`src/hw/rtl/maes_pkg.sv`:
```
// Mini-AES package: S-box tables, GF(2^4) helpers, key schedule and round functions.
// Self-contained; imported by mini_aes_block_cipher.
package maes_pkg;

  localparam int BlockW = 16;
  localparam int KeyW   = 16;
  localparam int ApbW   = 32;
  localparam int AddrW  = 3;

  typedef logic [BlockW-1:0] block_t;
  typedef logic [3:0]        nibble_t;

  // Operation codes on the op field
  localparam logic OP_ENCRYPT = 1'b0;
  localparam logic OP_DECRYPT = 1'b1;

  // Register index of the master key
  localparam logic REG_CIPHER_KEY = 1'b0;

  // Round constants of the key schedule
  localparam nibble_t RCON1 = 4'h1;
  localparam nibble_t RCON2 = 4'h2;

  localparam nibble_t SBOX_FWD [16] = '{
    4'hE, 4'h4, 4'hD, 4'h1, 4'h2, 4'hF, 4'hB, 4'h8,
    4'h3, 4'hA, 4'h6, 4'hC, 4'h5, 4'h9, 4'h0, 4'h7
  };
  localparam nibble_t SBOX_INV [16] = '{
    4'hE, 4'h3, 4'h4, 4'h8, 4'h1, 4'hC, 4'hA, 4'hF,
    4'h7, 4'hD, 4'h9, 4'h6, 4'hB, 4'h2, 4'h0, 4'h5
  };

  function automatic block_t nib_sub_fwd(input block_t v);
    block_t r;
    for (int i = 0; i < 4; i++) begin
      r[4*i +: 4] = SBOX_FWD[v[4*i +: 4]];
    end
    return r;
  endfunction

  function automatic block_t nib_sub_inv(input block_t v);
    block_t r;
    for (int i = 0; i < 4; i++) begin
      r[4*i +: 4] = SBOX_INV[v[4*i +: 4]];
    end
    return r;
  endfunction

  // Swap nibbles n1 and n3
  function automatic block_t shift_row(input block_t v);
    return {v[15:12], v[3:0], v[7:4], v[11:8]};
  endfunction

  // Multiply by x modulo x^4 + x + 1
  function automatic nibble_t gf_mul2(input nibble_t a);
    return {a[2:0], 1'b0} ^ (a[3] ? 4'h3 : 4'h0);
  endfunction

  function automatic nibble_t gf_mul3(input nibble_t a);
    return gf_mul2(a) ^ a;
  endfunction

  function automatic block_t mix_col(input block_t v);
    nibble_t a0;
    nibble_t a1;
    nibble_t a2;
    nibble_t a3;
    a0 = v[15:12];
    a1 = v[11:8];
    a2 = v[7:4];
    a3 = v[3:0];
    return {gf_mul3(a0) ^ gf_mul2(a1), gf_mul2(a0) ^ gf_mul3(a1),
            gf_mul3(a2) ^ gf_mul2(a3), gf_mul2(a2) ^ gf_mul3(a3)};
  endfunction

  function automatic block_t next_round_key(input block_t k, input nibble_t rcon);
    nibble_t n0;
    nibble_t n1;
    nibble_t n2;
    nibble_t n3;
    n0 = k[15:12] ^ SBOX_FWD[k[3:0]] ^ rcon;
    n1 = k[11:8] ^ n0;
    n2 = k[7:4] ^ n1;
    n3 = k[3:0] ^ n2;
    return {n0, n1, n2, n3};
  endfunction

  function automatic block_t encrypt(input block_t b, input block_t k0,
                                     input block_t k1, input block_t k2);
    block_t t;
    t = b ^ k0;
    t = mix_col(shift_row(nib_sub_fwd(t))) ^ k1;
    return shift_row(nib_sub_fwd(t)) ^ k2;
  endfunction

  function automatic block_t decrypt(input block_t b, input block_t k0,
                                     input block_t k1, input block_t k2);
    block_t t;
    t = b ^ k2;
    t = nib_sub_inv(shift_row(t)) ^ k1;
    t = mix_col(t);
    return nib_sub_inv(shift_row(t)) ^ k0;
  endfunction

endpackage

```
`src/hw/rtl/mini_aes_block_cipher.sv`:
```
// Mini-AES block cipher top level: APB key register, input stage and result stage.
// Depends on maes_pkg for the S-boxes, key schedule and round functions.
//
// Usage:
//   Input channel (data_valid / data_stall): one item is an op bit and a 16-bit
//   data_block; op selects encrypt or decrypt. The item is taken at a rising
//   edge with data_valid high and data_stall low.
//   Result channel (result_valid / result_stall): one 16-bit result_block per
//   item, in order, taken at an edge with result_valid high and result_stall low.
//   Configuration: APB register 0 (byte address 0) holds the 16-bit master key.
//   Both round keys are derived and stored when the key is written, so the
//   cipher path sees only registered keys. Write the key only while idle.
// Timing:
//   An accepted item lands in the input register, then both rounds run through
//   one pass of combinational logic into the result register. Throughput is one
//   item per cycle while result_stall is low.
// Reset (rst, synchronous): both stages empty, key cleared to zero and the
//   round keys set to those of the zero key.
// Stall: when result_stall holds a waiting result, the input register still
//   takes one more item; data_stall rises only once both stages are full.
module mini_aes_block_cipher (
  input  logic                      clk,
  input  logic                      rst,
  // APB configuration port
  input  logic                      psel,
  input  logic                      penable,
  input  logic                      pwrite,
  input  logic [maes_pkg::AddrW-1:0] paddr,
  input  logic [maes_pkg::ApbW-1:0]  pwdata,
  output logic [maes_pkg::ApbW-1:0]  prdata,
  output logic                      pready,
  // input channel
  input  logic                      data_valid,
  output logic                      data_stall,
  input  logic                      op,
  input  logic [15:0]               data_block,
  // result channel
  output logic                      result_valid,
  input  logic                      result_stall,
  output logic [15:0]               result_block
);
  import maes_pkg::*;

  // Key registers: master key plus the two derived round keys
  block_t cipher_key;
  block_t round_key1;
  block_t round_key2;
  block_t round_key1_next;
  block_t round_key2_next;
  logic   cfg_write;

  // Input stage
  logic   stage_valid;
  logic   stage_op;
  block_t stage_block;

  // Handshake between stages
  logic   out_ready;
  logic   stage_ready;
  block_t cipher_out;

  assign pready    = 1'b1;
  assign cfg_write = psel && penable && pwrite && (paddr[2] == REG_CIPHER_KEY);
  assign prdata    = (paddr[2] == REG_CIPHER_KEY) ?
                     {{(ApbW-KeyW){1'b0}}, cipher_key} : '0;

  // Derive the round keys from the incoming key during the write
  assign round_key1_next = next_round_key(pwdata[KeyW-1:0], RCON1);
  assign round_key2_next = next_round_key(round_key1_next, RCON2);

  always_ff @(posedge clk) begin
    if (rst) begin
      cipher_key <= '0;
      round_key1 <= next_round_key('0, RCON1);
      round_key2 <= next_round_key(next_round_key('0, RCON1), RCON2);
    end else if (cfg_write) begin
      cipher_key <= pwdata[KeyW-1:0];
      round_key1 <= round_key1_next;
      round_key2 <= round_key2_next;
    end
  end

  // Result register advances when empty or being taken; input stage
  // advances when empty or when it can drain into the result register.
  assign out_ready   = !result_valid || !result_stall;
  assign stage_ready = !stage_valid || out_ready;
  assign data_stall  = !stage_ready;

  always_ff @(posedge clk) begin
    if (rst) begin
      stage_valid <= 1'b0;
    end else if (stage_ready) begin
      stage_valid <= data_valid;
    end
  end

  // Capture payload only on an accepted item
  always_ff @(posedge clk) begin
    if (data_valid && stage_ready) begin
      stage_op    <= op;
      stage_block <= data_block;
    end
  end

  // Both rounds in one pass
  assign cipher_out = (stage_op == OP_DECRYPT) ?
                      decrypt(stage_block, cipher_key, round_key1, round_key2) :
                      encrypt(stage_block, cipher_key, round_key1, round_key2);

  always_ff @(posedge clk) begin
    if (rst) begin
      result_valid <= 1'b0;
    end else if (out_ready) begin
      result_valid <= stage_valid;
    end
  end

  // Load a new result only when one moves out of the input stage
  always_ff @(posedge clk) begin
    if (out_ready && stage_valid) begin
      result_block <= cipher_out;
    end
  end

  // An occupied input stage moves into the result register whenever it can
  a_stage_drains : assert property (@(posedge clk) disable iff (rst)
    stage_valid && out_ready |=> result_valid)
    else $error("input stage item not moved to result register");

  // Stored round keys always match the schedule of the stored key
  a_key_sched : assert property (@(posedge clk) disable iff (rst)
    round_key1 == next_round_key(cipher_key, RCON1) &&
    round_key2 == next_round_key(round_key1, RCON2))
    else $error("round keys out of step with cipher_key");

  // Input stalls only when both stages hold items
  a_stall_full : assert property (@(posedge clk) disable iff (rst)
    data_stall |-> stage_valid && result_valid && result_stall)
    else $error("input stalled with room in the pipeline");

endmodule

```
`config.mk`:
```
export PLATFORM = sky130hd
export DESIGN_NAME = mini_aes_block_cipher
export DESIGN_NICKNAME = d
export VERILOG_FILES = /design/src/hw/rtl/maes_pkg.sv /design/src/hw/rtl/mini_aes_block_cipher.sv
export SDC_FILE = /design/constraint.sdc
export NUM_CORES = 1
export LEC_CHECK = 0
export BUFFER_PORTS_ARGS = -buffer_cell sky130_fd_sc_hd__buf_2
export CAP_MARGIN = 20
export CORE_ASPECT_RATIO = 0.7
export CORE_MARGIN = 2
export CORE_UTILIZATION = 30
export DETAILED_ROUTE_END_ITERATION = 6
export GPL_ROUTABILITY_DRIVEN = 0
export GPL_TIMING_DRIVEN = 0
export PLACE_DENSITY = 0.58
export SYNTH_ARGS = -nofsm -noshare
export SYNTH_HDL_FRONTEND = slang
export SYNTH_SLANG_ARGS = --single-unit
```
`constraint.sdc`:
```
create_clock -name clk -period 11.9 [get_ports clk]
set_input_delay 0.595 -clock clk [delete_from_list [all_inputs] [get_ports clk]]
set_output_delay 0.595 -clock clk [all_outputs]
set_load 0.05 [all_outputs]
```
### Yosys cells after proc, flatten, opt, wreduce, memory -nomap -nowiden

Memory sizes are Yosys's and may differ from the RTL's.
Index checks and enable logic that the tools add are counted.

| word-level totals | value |
|---|---|
| register bits | 83 |
| bits in read-only memories | 1152 |
| bits of input ports | 59 |
| output and inout bits | 51 |
| word-level logic and storage cells | 160 |
| memories kept | 18 |

Memories:

| name | words | width | read ports | clocked after Yosys merged registers in | write ports | RTL line | RTL |
|---|---|---|---|---|---|---|---|
| (no name shown) | 16 | 4 | 1 | 0 | 0 | maes_pkg.sv:36 | `r[4*i +: 4] = SBOX_FWD[v[4*i +: 4]];` |
| (no name shown) | 16 | 4 | 1 | 0 | 0 | maes_pkg.sv:36 |  |
| (no name shown) | 16 | 4 | 1 | 0 | 0 | maes_pkg.sv:36 |  |
| (no name shown) | 16 | 4 | 1 | 0 | 0 | maes_pkg.sv:36 |  |
| (no name shown) | 16 | 4 | 1 | 0 | 0 | maes_pkg.sv:36 |  |
| (no name shown) | 16 | 4 | 1 | 0 | 0 | maes_pkg.sv:36 |  |
| 12 more memories | n/a | n/a | n/a | n/a | n/a | n/a |  |

| operators by class | value |
|---|---|
| order comparisons | 18 |
| mux-type cells | 46 |
| bitwise logic cells | 59 |
| reductions and logical operators | 11 |

Operator list:

| kind | number |
|---|---|
| 2-to-1 mux 4 bit | 36 |
| XOR 16 bit | 6 |
| XOR 4 bit | 24 |
| >= comparator 5 bit (second input constant) | 18 |
| inverter 4 -> 5 bit | 18 |
| 2-to-1 mux 16 bit | 2 |
| XOR 4 x 2 -> 4 bit | 8 |
| 2-to-1 mux 2 bit | 8 |
| logical AND 1 bit | 5 |
| logical NOT 1 bit | 4 |
| inverter 1 bit | 3 |
| logical OR 1 bit | 2 |

### Logic depth before layout (Yosys ltp)

Gate-level depths: netlist of run 1.

| depth | value |
|---|---|
| depth after elaboration | 18 |
| gate-level depth with buffers | 15 |

### Least setup slack after synthesis of run 1

Ideal clock, no wire load.

| timing path | value |
|---|---|
| path type | register to register |
| start | register stage_block[1] |
| end | register result_block[13], data pin |
| library setup time | 0.260 ns |
| data arrival time | 3.498 ns |
| data required time | 11.640 ns |
| setup slack | 8.142 ns |
| stages on the path, launching flop included | 13 |
| buffers on the path | 0 |
| path through | edfxtp_1 xor2_1 ha_1 a32o_1 a211oi_2 xnor2_2 xor3_1 ha_1 or3_1 o21ai_1 a31oi_1 xnor2_1 mux2_2 |

| on the way | value |
|---|---|
| cells in the longest elaborated chain, start to end | 15 |

RTL lines:

| item | RTL line | RTL |
|---|---|---|
| from (decl) | mini_aes_block_cipher.sv:55 | `block_t stage_block;` |
| from (signal assigned) | mini_aes_block_cipher.sv:101 | `stage_block <= data_block;` |
| XOR 16 bit (on tied branches) | maes_pkg.sv:91, maes_pkg.sv:99 |  |
| inverter 4 -> 5 bit (on tied branches) | maes_pkg.sv:36, maes_pkg.sv:44 |  |
| memory (16 x 4 bit) (on tied branches) | n/a |  |
| 2-to-1 mux 4 bit (on tied branches) (2 in a row) | maes_pkg.sv:36, maes_pkg.sv:44 |  |
| 2-to-1 mux 2 bit or XOR 16 bit (tied branches) | maes_pkg.sv:56, maes_pkg.sv:100 |  |
| XOR 4 x 2 -> 4 bit or 2-to-1 mux 2 bit (tied branches) | maes_pkg.sv:56 | `return {a[2:0], 1'b0} ^ (a[3] ? 4'h3 : 4'h0);` |
| XOR 4 bit or XOR 4 x 2 -> 4 bit (tied branches) | maes_pkg.sv:72, maes_pkg.sv:56 |  |
| XOR 16 bit or XOR 4 bit (tied branches) | maes_pkg.sv:92, maes_pkg.sv:72 |  |
| inverter 4 -> 5 bit (on tied branches) | maes_pkg.sv:36, maes_pkg.sv:44 |  |
| memory (16 x 4 bit) (on tied branches) | n/a |  |
| 2-to-1 mux 4 bit (on tied branches) (2 in a row) | maes_pkg.sv:36, maes_pkg.sv:44 |  |
| XOR 16 bit (on tied branches) | maes_pkg.sv:93, maes_pkg.sv:102 |  |
| 2-to-1 mux 16 bit * | mini_aes_block_cipher.sv:106 | `assign cipher_out = (stage_op == OP_DECRYPT) ?` |
| named net cipher_out[13] | mini_aes_block_cipher.sv:60 | `block_t cipher_out;` |
| to (signal assigned) | mini_aes_block_cipher.sv:121 | `result_block <= cipher_out;` |
| to (decl) | mini_aes_block_cipher.sv:40 | `output logic [15:0] result_block` |

The timed path passes the listed nets; every way through them passes the cells marked *. The select of a mux whose other input is x is not followed.
A chain may end at the register's enable or synchronous reset.

### Final worst setup path of run 1

| timing path | value |
|---|---|
| start | register stage_block[1] |
| end | register result_block[0], data pin |

| on the way | value |
|---|---|
| cells in the longest elaborated chain, start to end | 16 |

RTL lines:

| item | RTL line |
|---|---|
| XOR 16 bit (on tied branches) | maes_pkg.sv:91, maes_pkg.sv:99 |
| inverter 4 -> 5 bit (on tied branches) | maes_pkg.sv:36, maes_pkg.sv:44 |
| memory (16 x 4 bit) (on tied branches) | n/a |
| 2-to-1 mux 4 bit (on tied branches) (2 in a row) | maes_pkg.sv:36, maes_pkg.sv:44 |
| 2-to-1 mux 2 bit or XOR 16 bit (tied branches) | maes_pkg.sv:56, maes_pkg.sv:100 |
| XOR 4 x 2 -> 4 bit or 2-to-1 mux 2 bit (tied branches) | maes_pkg.sv:56 |
| XOR 4 bit or XOR 4 x 2 -> 4 bit (tied branches) | maes_pkg.sv:60, maes_pkg.sv:56 |
| XOR 4 bit (on tied branches) | maes_pkg.sv:72, maes_pkg.sv:60 |
| XOR 16 bit or XOR 4 bit (tied branches) | maes_pkg.sv:92, maes_pkg.sv:72 |
| inverter 4 -> 5 bit (on tied branches) | maes_pkg.sv:36, maes_pkg.sv:44 |
| memory (16 x 4 bit) (on tied branches) | n/a |
| 2-to-1 mux 4 bit (on tied branches) (2 in a row) | maes_pkg.sv:36, maes_pkg.sv:44 |
| XOR 16 bit (on tied branches) | maes_pkg.sv:93, maes_pkg.sv:102 |
| 2-to-1 mux 16 bit * | mini_aes_block_cipher.sv:106 |
| named net cipher_out[0] | mini_aes_block_cipher.sv:60 |

Marks and branches as above.

==> results of run 1 <==
==> synthesized netlist by cell type, types with 3 or more instances <==
cell / instances
and3_1: 11
nand2_1: 95
o21ai_0: 19
a21o_1: 4
nand3_1: 24
o21a_1: 3
xnor2_1: 113
xor3_1: 7
nor2_1: 41
a22oi_1: 4
nor3_1: 24
edfxtp_1: 33
buf_4: 17
o211ai_1: 29
a311oi_1: 3
a21oi_1: 52
o31ai_1: 4
nand4_1: 4
xor2_1: 62
ha_1: 29
nor2b_1: 19
inv_1: 23
xnor2_2: 15
o211a_1: 3
or4_1: 4
inv_2: 8
clkbuf_1: 26
dfxtp_1: 50
mux2_2: 4
xor2_2: 3
a211oi_1: 12
o221ai_1: 3
or3_1: 8
a32o_1: 3
a221oi_1: 5
nor4_1: 6
mux2i_1: 35
a211oi_2: 6
nand2b_1: 7
o21ai_1: 11
o22ai_1: 6
xnor3_1: 19
==> registers in the layout, indices dropped and copies added, names as in the netlist <==
register	count
stage_block	16
stage_op	1
round_key1	16
result_valid	1
stage_valid	1
cipher_key	16
round_key2	16
result_block	16
==> worst max path at each step <==
stage / endpoint / slack [ns] / cells after the start
floorplan: result_block[13]$_DFFE_PP_ / 8.14 / 12
global route: result_block[11]$_DFFE_PP_ / 7.26 / 12
finish: result_block[0]$_DFFE_PP_ / 7.56 / 14
global placement: round_key2[12]$_SDFFE_PP0P_ / 7.41 / 13
detailed placement: round_key2[12]$_SDFFE_PP0P_ / 7.38 / 13
CTS: result_block[0]$_DFFE_PP_ / 7.63 / 14
==> critical path, cell delays in order (launching register included) <==
cell,delay [ns]
edfxtp_1,0.45
xnor2_1,0.38
clkinv_1,0.35
ha_1,0.40
nor3_1,0.19
a21oi_1,0.06
o31a_1,0.37
xor2_1,0.51
xnor2_1,0.25
inv_1,0.12
ha_1,0.28
nor3_1,0.04
a311oi_1,0.37
xnor2_1,0.19
mux2i_1,0.10
==> stage by stage <==
step	instance area, um2	setup WS (ns)	std cells	hold WS, ns	util
finish	9358	7.563	1364	0.4014	0.3503
global route	9358	7.264	1364	0.3929	0.3503
detailed placement	9065	7.378	1348	0.4900	0.3393
global placement	9016	7.413	1346	0.4569	0.3375
CTS	9358	7.630	1364	0.3911	0.3503
floorplan	8215	8.142	913	0.4444	-
==> layer usage <==
metal	vias up	GRT usage	wire length, um
met5	-	0	0
met1	3273	0.2778	13020
met4	0	0.02768	155
met2	226	0.2020	8415
met3	15	0.03732	1913
li1	3362	-	-
==> layout make-up <==
cell class	instances	area, um2	area share
inverter	32	120.1	0.01284
tap	364	455.4	0.04867
sequential	83	1992	0.2129
clock inverter	5	38.79	0.004145
clock buffer	11	254.0	0.02714
multi-input combinational	752	5871	0.6274
buffer	46	239.0	0.02554
timing repair buffer	71	387.9	0.04145
==> kinds of logic after synthesis <==
| family | count (synthesis) | share of synthesized area |
|---|---|---|
| buffers and inverters | 78 | 0.04401 |
| XOR/XNOR | 221 | 0.3033 |
| other | 2 | 0.0009204 |
| AND/OR/NAND/NOR | 253 | 0.1486 |
| adder cells (fa/ha/maj) | 32 | 0.04831 |
| flip-flops | 83 | 0.2441 |
| multiplexers | 42 | 0.05321 |
| AO/OA/AOI/OAI | 187 | 0.1575 |
==> power by group through the flow <==
stage | sequential (W) | clock [W] | combinational, W
2_1_floorplan | 0.000442 | 0 | 0.00101
3_3_place_gp | 0.000376 | 0 | 0.00131
3_5_place_dp | 0.000376 | 0 | 0.00133
4_1_cts | 0.000370 | 0.000296 | 0.00134
5_1_grt | 0.000372 | 0.000307 | 0.00149
6_report | 0.000370 | 0.000291 | 0.00136
==> results.toml, run 1 <==
[route]
first_pass_iters = 5
vias_per_cell = 5.041
route.detailed.drc = 0
drt-initial-drc-count = 506
vias = 6876
antenna_left = 0
drt-total-wl_um = 23500
avgRoutedWirePerCell_um = 17.23

[sta]
rsz0062_at_grt = "no"
worstMarginPinSlew_ns = 0.9797
fin_tns_setup_ns = 0
min_period_ns = 4.337
finalHoldViolations = 0
slew_violations = 0
fin_crit_sh = 0.3645
timing.fmax_mhz = 230.6
max_slew_margin = 0.3469
clock_skew_ns = 0.01680
setup_viol = 0

[cells_and_area]
layout_commonest_cell = "xnor2_1"
final_cell_mix = "xnor2_1, nand2_1, buf_2, xor2_1, a21oi_1"
drive_gt1_frac = 0.1500
diodes = 0
fin_nets = 1083
nFillCells = 2766
area_growth_pct = 14.69

[synth]
ys_ff_latch = 83
yosysSeqAreaShare = 0.2441
synth-main-ff-cell = "dfxtp_1"
synth.cell_area_um2 = 8159
avgSynthCellArea_um2 = 9.086
yosysTopAreaCell = "dfxtp_1"
synth_top_area_frac = 0.1227
async_reset_ff_frac = 0
yosysUniqueCellTypes = 76
ys_warn_count = 0
yosys-top-cells-area = "dfxtp_1, edfxtp_1, xnor2_1, xor2_1, xnor3_1"
synthCells = 898
synth_edf_count = 33

[clock_tree]
cts_made_buffers = 9
cts.sinks = 83
hold_buffers = 0
cts_resized = 0
clk_pin_slew_ns = 0.08
clk_latency_ns = 0.37
clock_path_buffers = 2
h-tree-depth = 3
cts_root_buf = "clkbuf_16"
tritoncts = "yes"
post_cts_buffers = 0

[floorplanning]
dieHeight_um = 142.0
start_util = 0.3054
die_w_um = 201.1
coreArea_um2 = 26710
io_pins = 110
dieArea_um2 = 28550
rows = 50

[power]
power_switching_w = 0.0009360
p_per_area_nw_per_um2 = 215.5
intPower_w = 0.001081
seqPwrFrac = 0.183
leakagePower_nw = 3.908
finalPower_w = 0.002017
switching_share = 0.4642
pwr-share-clk = 0.144
p_comb_frac = 0.672
peakVddDrop_mv = 0.1140

[critical_path]
worstReg2RegStart = "stage_block[1]$_DFFE_PP_"
critPathRequiredTime_ns = 11.97
end_kind = "flop"
critPathLaunch = "stage_block[1]$_DFFE_PP_"
reg2reg_depth = 14
r2r_end = "result_block[0]$_DFFE_PP_"
worstSetupPathType = "reg -> reg"
cp_max_fo = 9
rrSetupSlack_ns = 7.56
critPathLaunchType = "flop"
worst_ep_arrival_time_ns = 4.41

[placed_design]
io_buffers = 69
dp_hpwl_um = 18690

[grt]
grt_max_degree = 16
grt_pass1_wl_um = 35780
grtUsageTotal = 0.1647
grt_overflow = 0
grt_pass1_vias = 5982
antenna_found_initial = 0

[worst_hold_path]
worstHoldPathCells = 1
min_from = "data_block[5]"
holdCritPathClass = "in -> reg"
worstHoldEndpoint = "stage_block[5]$_DFFE_PP_"

[flow_run]
drv_cap = 0

[run_status]
status = "completed"
Power figures use the tool's default switching activity.
==> inputs of run 2 (changes only) <==
Settings changed: PLACE_DENSITY 0.58 to 0.6.
Clock period 11.9 ns to 3.9 ns, I/O delays scaled along.
==> run 2 against run 1 <==
Effect of this change:
- non-clock buffer count grew 50
- sequential cell count did not move
- routed wire length up 5.6%
- global-route usage is 0.051 points higher
- final area rose by 11%
- sequential share of layout area fell by 2.0 points
- maximum frequency up 12%
- core utilization up 3.7 points
- critical path type unchanged
- largest cell class unchanged
==> results.toml, run 2 (synthesis results as in run 1) <==
[floorplanning]
io_pins = 110
rows = 50
die_w_um = 201.1
coreArea_um2 = 26710
start_util = 0.3054
dieArea_um2 = 28550
dieHeight_um = 142.0

[power]
intPower_w = 0.003586
seqPwrFrac = 0.173
p_per_area_nw_per_um2 = 634.8
peakVddDrop_mv = 0.3262
p_comb_frac = 0.696
switching_share = 0.4545
power_switching_w = 0.002988
pwr-share-clk = 0.131
leakagePower_nw = 4.328

[route]
first_pass_iters = 5
antenna_left = 0
drt-initial-drc-count = 710
route.detailed.drc = 0
avgRoutedWirePerCell_um = 17.56
vias = 7145
drt-total-wl_um = 24830
vias_per_cell = 5.053

[critical_path]
critPathBufInv = 1
worstSetupPathType = "reg -> reg"
critical-path-slowest-cell = "xor3_2"
cp_top_family = "XOR/XNOR gates"
slowest_delay_ns = 0.53
critPathLaunchType = "flop"
cp_max_fo = 5
end_kind = "flop"
worst_ep_arrival_time_ns = 3.97
critPathRequiredTime_ns = 4.01
path_cells = "xor2_4, buf_6, or3_4, and3_4, a211oi_4, xnor2_4, xor3_2, ha_4, or3_1, o21ai_1, a31oi_1, xnor2_1, mux2_4"

[grt]
busiest_layer = "met1"
gr-usage-met3 = 0.02770
grt_pass1_vias = 6074
antenna_found_initial = 0
grtUsageTotal = 0.1652
met1_usage = 0.2751
grt_overflow = 0
grt_pass1_wl_um = 36060
grt_max_degree = 16
grtUsageMet2 = 0.2153

[run_status]
status = "completed"

[sta]
slew_violations = 0
finalHoldViolations = 0
fin_crit_sh = 0.9908
worstMarginPinSlew_ns = 0.8942
max_slew_margin = 0.4039
setup_viol = 0
hold_ws_ns = 0.01251
timing.fmax_mhz = 258.8
min_period_ns = 3.864
clock_skew_ns = 0.01015
fin_ws_ns = 0.03592
rsz0062_at_grt = "yes"

[clock_tree]
clock_path_buffers = 2
clk_pin_slew_ns = 0.07
cts_made_buffers = 9
cts.sinks = 83
h-tree-depth = 3
tritoncts = "yes"
cts_root_buf = "clkbuf_16"
clk_latency_ns = 0.36

[cells_and_area]
nFillCells = 2691
drive_gt1_frac = 0.2524
regArea_um2 = 1996
multi_input_area_um2 = 6464
stdcell_count = 1414
final_cell_mix = "nand2_1, xnor2_1, buf_2, buf_4"
fin_nets = 1133
diodes = 0
area_growth_pct = 26.91

[flow_run]
drv_cap = 0

[placed_design]
io_buffers = 69
dp_hpwl_um = 18760
place_ws_ns = -0.3311
dp.cells = 1348

[worst_hold_path]
holdCritPathClass = "in -> reg"
[run 2: final timing paths]
path                             startpoint                    endpoint  slack, ns  cells after the start
hold reg to reg    stage_valid$_SDFFE_PP0N_   result_valid$_SDFFE_PP0P_       0.49                      2
setup / recovery  stage_block[13]$_DFFE_PP_  result_block[13]$_DFFE_PP_       0.04                     13
hold / removal                data_block[4]    stage_block[4]$_DFFE_PP_       0.01                      1
setup reg to reg  stage_block[13]$_DFFE_PP_  result_block[13]$_DFFE_PP_       0.04                     13
[run 2: repair_timing]
| action | CTS | global route |
|---|---|---|
| hold endpoints to repair | 3 | 0 |
| setup endpoints to repair | 14 | 26 |
| buffers inserted | 3 | 44 |
| hold buffers | 3 | 0 |
| pin swaps | 4 | 29 |
| cloned | 0 | 0 |
| resized for setup | 26 | 73 |
[run 2: power groups by stage]
stage	clock network, W	registers, W	logic (W)
after floorplan	0	0.00135	0.00309
after global placement	0	0.00115	0.00397
after detailed placement	0	0.00115	0.00404
after CTS	0.000879	0.00114	0.00414
after global routing	0.000912	0.00115	0.00498
final	0.000863	0.00114	0.00457
[run 2: area by class of cell]
| cell class | count | area share |
|---|---|---|
| clock inverter | 6 | 0.004229 |
| timing repair buffer | 121 | 0.07600 |
| sequential | 83 | 0.1927 |
| buffer | 46 | 0.02344 |
| tap | 364 | 0.04398 |
| multi-input combinational | 752 | 0.6242 |
| clock buffer | 10 | 0.02308 |
| inverter | 32 | 0.01232 |
[run 2: worst reg2reg max path: cells and delay by family (launching register included)]
kind | cells | cell delay [ns]
AO/OA/AOI/OAI | 3 | 0.47
XOR/XNOR | 4 | 1.13
adder cells (fa/ha/maj) | 1 | 0.24
buffers and inverters | 1 | 0.14
flip-flops | 1 | 0.51
multiplexers | 1 | 0.25
AND/OR/NAND/NOR | 3 | 0.89
[run 2: metal layers]
metal  wire length, um  part of all wire
met1             13110              0.53
met2              9687              0.39
met3              1824             0.073
met4               208            0.0084
met5                 0                 0
[run 2: per-stage QoR]
stage                       util  total power, W  setup TNS, ns  area (um2)
final                     0.3876        0.006574              0       10350
after global routing      0.3876        0.007039        -0.4955       10350
after CTS                 0.3600        0.006160       -0.05592        9618
after detailed placement  0.3393        0.005187         -3.641        9065
after global placement    0.3375        0.005120         -2.545        9016
after floorplan                -        0.004434              0        8215
